[config.mk]
export PLATFORM = sky130hd
export DESIGN_NAME = grwh_div
export DESIGN_NICKNAME = d
export VERILOG_FILES = /design/src/rtl/core/grwh_pkg.sv /design/src/rtl/core/grwh_div.sv
export SDC_FILE = /design/constraint.sdc
export NUM_CORES = 1
export LEC_CHECK = 0
export BUFFER_PORTS_ARGS = -buffer_cell sky130_fd_sc_hd__buf_4
export CAP_MARGIN = 5
export CORE_UTILIZATION = 42
export CTS_CLUSTER_SIZE = 25
export DETAILED_ROUTE_END_ITERATION = 8
export PLACE_DENSITY_LB_ADDON = 0.12
export SYNTH_ARGS = -nofsm -noshare
export SYNTH_HDL_FRONTEND = slang
export SYNTH_SLANG_ARGS = --single-unit
export TNS_END_PERCENT = 50
[constraint.sdc]
create_clock -name i_clk -period 3.82 [get_ports i_clk]
set_input_delay 0.764 -clock i_clk [delete_from_list [all_inputs] [get_ports i_clk]]
set_output_delay 0.764 -clock i_clk [all_outputs]
set_load 0.01 [all_outputs]
[src/rtl/core/grwh_pkg.sv]
// Package for the grid ray wall height core: angle constants, status codes,
// divider widths and the quarter-wave sine table built at elaboration.
// No dependencies.
package grwh_pkg;

    localparam int unsigned QUARTER   = 1440;
    localparam int unsigned FULL_TURN = 5760;

    localparam int unsigned DIV_NW = 48;
    localparam int unsigned DIV_DW = 32;

    localparam logic [1:0] ST_WALL  = 2'd0;
    localparam logic [1:0] ST_LIMIT = 2'd1;
    localparam logic [1:0] ST_OUT   = 2'd2;

    typedef logic [15:0] t_sin_tab [0:QUARTER];

    function automatic t_sin_tab build_sin_tab();
        t_sin_tab tab;
        longint unsigned x;
        longint unsigned t;
        longint unsigned s;
        longint unsigned r;
        for (int k = 0; k <= QUARTER; k++) begin
            x = (64'(k) * 64'd3373259426) / 64'd2880;
            t = x;
            s = x;
            for (int n = 1; n <= 6; n++) begin
                t = (((t * x) >> 30) * x) >> 30;
                t = t / 64'((2 * n) * (2 * n + 1));
                if ((n % 2) == 1) begin
                    s = (s > t) ? s - t : 64'd0;
                end else begin
                    s = s + t;
                end
            end
            r = (s + 64'd16384) >> 15;
            if (r > 64'd32768) begin
                r = 64'd32768;
            end
            tab[k] = r[15:0];
        end
        return tab;
    endfunction

    localparam t_sin_tab SIN_TAB = build_sin_tab();

endpackage

[src/rtl/core/grwh_div.sv]
// Restoring divider, one quotient bit per cycle, shared by all divisions of the core.
// Depends on grwh_pkg for the dividend and divisor widths.
module grwh_div (
    input  logic                          i_clk,
    input  logic                          i_rst_n,
    input  logic                          i_start,
    input  logic [grwh_pkg::DIV_NW-1:0]   i_dividend,
    input  logic [grwh_pkg::DIV_DW-1:0]   i_divisor,
    output logic                          o_done,
    output logic [grwh_pkg::DIV_NW-1:0]   o_quot
);
    import grwh_pkg::*;

    localparam int CW = $clog2(DIV_NW);

    logic [DIV_DW-1:0] r_rem;
    logic [DIV_NW-1:0] r_quo;
    logic [DIV_DW-1:0] r_dvs;
    logic [CW-1:0]     r_cnt;
    logic              r_busy;
    logic              r_done;

    logic [DIV_DW:0]   shifted;
    logic [DIV_DW:0]   diff;
    logic              ge;

    assign shifted = {r_rem, r_quo[DIV_NW-1]};
    assign diff    = shifted - {1'b0, r_dvs};
    assign ge      = shifted >= {1'b0, r_dvs};

    always_ff @(posedge i_clk) begin
        if (!i_rst_n) begin
            r_busy <= 1'b0;
            r_done <= 1'b0;
            r_cnt  <= '0;
        end else begin
            r_done <= 1'b0;
            if (i_start) begin
                r_busy <= 1'b1;
                r_cnt  <= '0;
                r_rem  <= '0;
                r_quo  <= i_dividend;
                r_dvs  <= i_divisor;
            end else if (r_busy) begin
                r_rem <= ge ? diff[DIV_DW-1:0] : shifted[DIV_DW-1:0];
                r_quo <= {r_quo[DIV_NW-2:0], ge};
                r_cnt <= r_cnt + 1'b1;
                if (r_cnt == CW'(DIV_NW - 1)) begin
                    r_busy <= 1'b0;
                    r_done <= 1'b1;
                end
            end
        end
    end

    assign o_done = r_done;
    assign o_quot = r_quo;

endmodule

==> qor.txt <==
vias - 4992
CTS sink count - 120
Boundary Pins - 132
Placed Instances - 916
setup_tns - 0 ns
synthesized cell area - 6755 sq um
reg2reg end - r_rem[19]$_SDFFCE_PP0P_
Clock H-tree levels - 4
WHS Path Cells - 2
antenna cells - 0
area delta synth->final - 26.25%
Final setup viols - 0
detailed placer's ending HPWL - 10.72 mm
Worst-Margin Slew - 1.170 ns
Die ar. - 16590 sq um
most common cell after layout, fill and taps aside - buf_4
WP data required - 3.96 ns
first-pass GRT wire length - 24.48 mm
Max-slew headroom - 21.97%
post-CTS setup buffer count - 0
leak pwr - 3.499 nW
internal power - 3.008 mW
Layout Cells excl Fill - 948
switching share of power - 27.65%
vias in the first global route - 5071
Final Cycle Share - 82.04%
FP Rows - 45
# hold bufs at CTS - 0
Warnings, synthesis - 0
commonest non-fill, non-tap cells in the layout - 134 x buf_4, 112 x edfxtp_1, 72 x nor2_1
Worst-path clk slew - 0.06 ns
root buffer cell - clkbuf_16
Core ar. - 15430 sq um
Peak VDD IR - 0.3381 mV
number of buffers added on ports - 131
Die H - 128.8 um
gpl congestion - 0.8983
RR Startpoint - r_rem[4]$_SDFFCE_PP0P_
sequential share of power - 39.0%
flop-to-flop setup slack - 0.69 ns
die width - 128.8 um
drt pass-1 iters - 4
Post-Synthesis Cells - 592
Initial Util - 43.79%
Post-synth ARST share - 0%
fmax - 319.1 MHz
Worst EP arrival - 3.27 ns
Fin Hold WS - 0.4941 ns
Clk network pwr share - 38.8%
gr usage total - 19.22%
PwrDens - 487.5 nW/um^2
final slew viol count - 0
worst setup path class - reg -> reg
flops & latches, synth - 120
Post-synth EDFFs - 112
WL final - 15.12 mm
wire length per cell - 15.95 um
Vias/cell - 5.266
CP startpoint kind - flop
CTS tree - built
outcome - finished, final reports clean
grt total ovfl - 0
largest net degree at the start of global routing - 82
initial DRC count - 236
Worst Reg2Reg Path Length in Cells - 10
crit path max fanout - 29
worst-case clock buffer depth - 2
Setup crit end kind - flop
syn_nets - 709
share of cells above drive strength 1 - 29.72%
PostCTS Resize Cnt - 0
layout net count - 841
Worst Min Path Start - r_cnt[5]$_SDFFE_PP0P_
Final Hold Fails - 0
Clock Skew - 0.009493 ns
min cycle time layout - 3.134 ns
Logic pwr share - 22.2%
Hold EP - r_cnt[5]$_SDFFE_PP0P_
Residual DRC - 0
Num CTS Buffers - 17
Synth Flop Type - edfxtp_1
initial antenna violation count - 0
RSZ-0062 raised after global routing - no
post-synthesis sequential area ratio - 52.16%
type of the most critical hold path - reg -> reg
clock latency on the worst-skew pair - 0.42 ns
Synth Area per Inst - 11.41 sq um
synth unique cells - 57
Net Switching - 1.150 mW
DRT antenna net count - 0
max-cap viol count - 0
## layout make-up
class / instances / area (sq um)
clock buffers: 19 / 432.9
clock inverters: 13 / 155.1
fillers: 1419 / 6899
inverters: 36 / 135.1
multi-input cells: 414 / 2992
flip-flops and latches: 120 / 3523
well taps: 211 / 264.0
repair buffers: 135 / 1026
## logic make-up after synthesis
family | synth area share (%)
buffers and inverters | 3.667
flip-flops | 52.16
adder cells (fa/ha/maj) | 6.409
XOR/XNOR | 3.501
AND/OR/NAND/NOR | 11.52
AO/OA/AOI/OAI | 12.98
multiplexers | 9.761
## registers in the layout, indices dropped and copies added, names as in the netlist
signal	flops
o_done	1
o_quot	48
r_cnt	6
r_busy	1
r_dvs	32
r_rem	32
## per-layer routing
layer	vias up	routed length [um]	GRT usage (%)
met2	142	7145	31.26
met4	0	264	7.128
met1	2373	6667	23.37
li1	2456	-	-
met3	21	1040	7.027
met5	-	0	0
## metrics by stage
| step | instance area, sq um | util [%] | setup WS [ns] | total power, mW |
|---|---|---|---|---|
| 6_report | 8528 | 55.28 | 0.6862 | 4.158 |
| 5_1_grt | 8528 | 55.28 | 0.4214 | 4.350 |
| 4_1_cts | 8528 | 55.28 | 0.6714 | 4.188 |
| 3_5_place_dp | 7940 | 51.47 | 0.7077 | 2.565 |
| 3_3_place_gp | 7940 | 51.47 | 0.7267 | 2.554 |
| 2_1_floorplan | 6755 | - | 0.4336 | 2.299 |
## power groups by stage
| stage | Combinational, mW | Clock [mW] | Sequential, mW |
|---|---|---|---|
| 3_3_place_gp | 0.910 | 0 | 1.64 |
| 4_1_cts | 0.925 | 1.64 | 1.62 |
| 5_1_grt | 1.03 | 1.69 | 1.63 |
| 2_1_floorplan | 0.649 | 0 | 1.65 |
| 6_report | 0.922 | 1.61 | 1.62 |
| 3_5_place_dp | 0.920 | 0 | 1.65 |
## synthesized netlist by cell type, drive strengths merged, types with 3 or more instances
master | n | area [sq um]
clkbuf | 11 | 41.29
dfxtp | 8 | 160.2
and2 | 4 | 25.02
inv | 36 | 135.1
mux2 | 47 | 529.3
o21bai | 5 | 37.54
or3 | 4 | 25.02
nor2 | 72 | 270.3
a21o | 15 | 112.6
nand3b | 3 | 22.52
nor2b | 4 | 25.02
nand3 | 5 | 25.02
nand2b | 6 | 37.54
nand4 | 10 | 62.56
mux2i | 13 | 130.1
edfxtp | 112 | 3363
nand2 | 32 | 120.1
o211ai | 4 | 30.03
a31oi | 5 | 37.53
o21ai | 23 | 118.9
a21oi | 44 | 220.2
o21a | 6 | 45.04
xor2 | 14 | 122.6
ha | 33 | 412.9
buf | 11 | 71.31
nor3 | 7 | 35.03
o31a | 3 | 26.28
and3 | 5 | 31.28
a211oi | 3 | 22.52
xnor2 | 13 | 113.9
a21boi | 4 | 30.03
and4 | 6 | 52.55
## worst max path at each step
stage                      startpoint                      end  slack, ns  cells past startpoint
2_1_floorplan                 i_start      o_quot[0]$_DFFE_PP_       0.43                      2
3_5_place_dp   r_rem[4]$_SDFFCE_PP0P_  r_rem[20]$_SDFFCE_PP0P_       0.71                     11
4_1_cts        r_rem[8]$_SDFFCE_PP0P_  r_rem[20]$_SDFFCE_PP0P_       0.67                     11
5_1_grt        r_rem[4]$_SDFFCE_PP0P_  r_rem[15]$_SDFFCE_PP0P_       0.42                     11
3_3_place_gp   r_rem[8]$_SDFFCE_PP0P_  r_rem[24]$_SDFFCE_PP0P_       0.73                     10
6_report       r_rem[4]$_SDFFCE_PP0P_  r_rem[19]$_SDFFCE_PP0P_       0.69                     10
## critical path: stages, from the launching register on
cell and delay [ns]:
edfxtp_1 0.39, ha_1 0.41, o21a_1 0.20, o21ai_1 0.14
a31oi_2 0.09, o41ai_4 0.46, o21ai_2 0.17, a311oi_4 0.29
buf_4 0.39, mux2i_1 0.24, nor2_1 0.06
No activity file was read; power rests on OpenSTA's default activity.
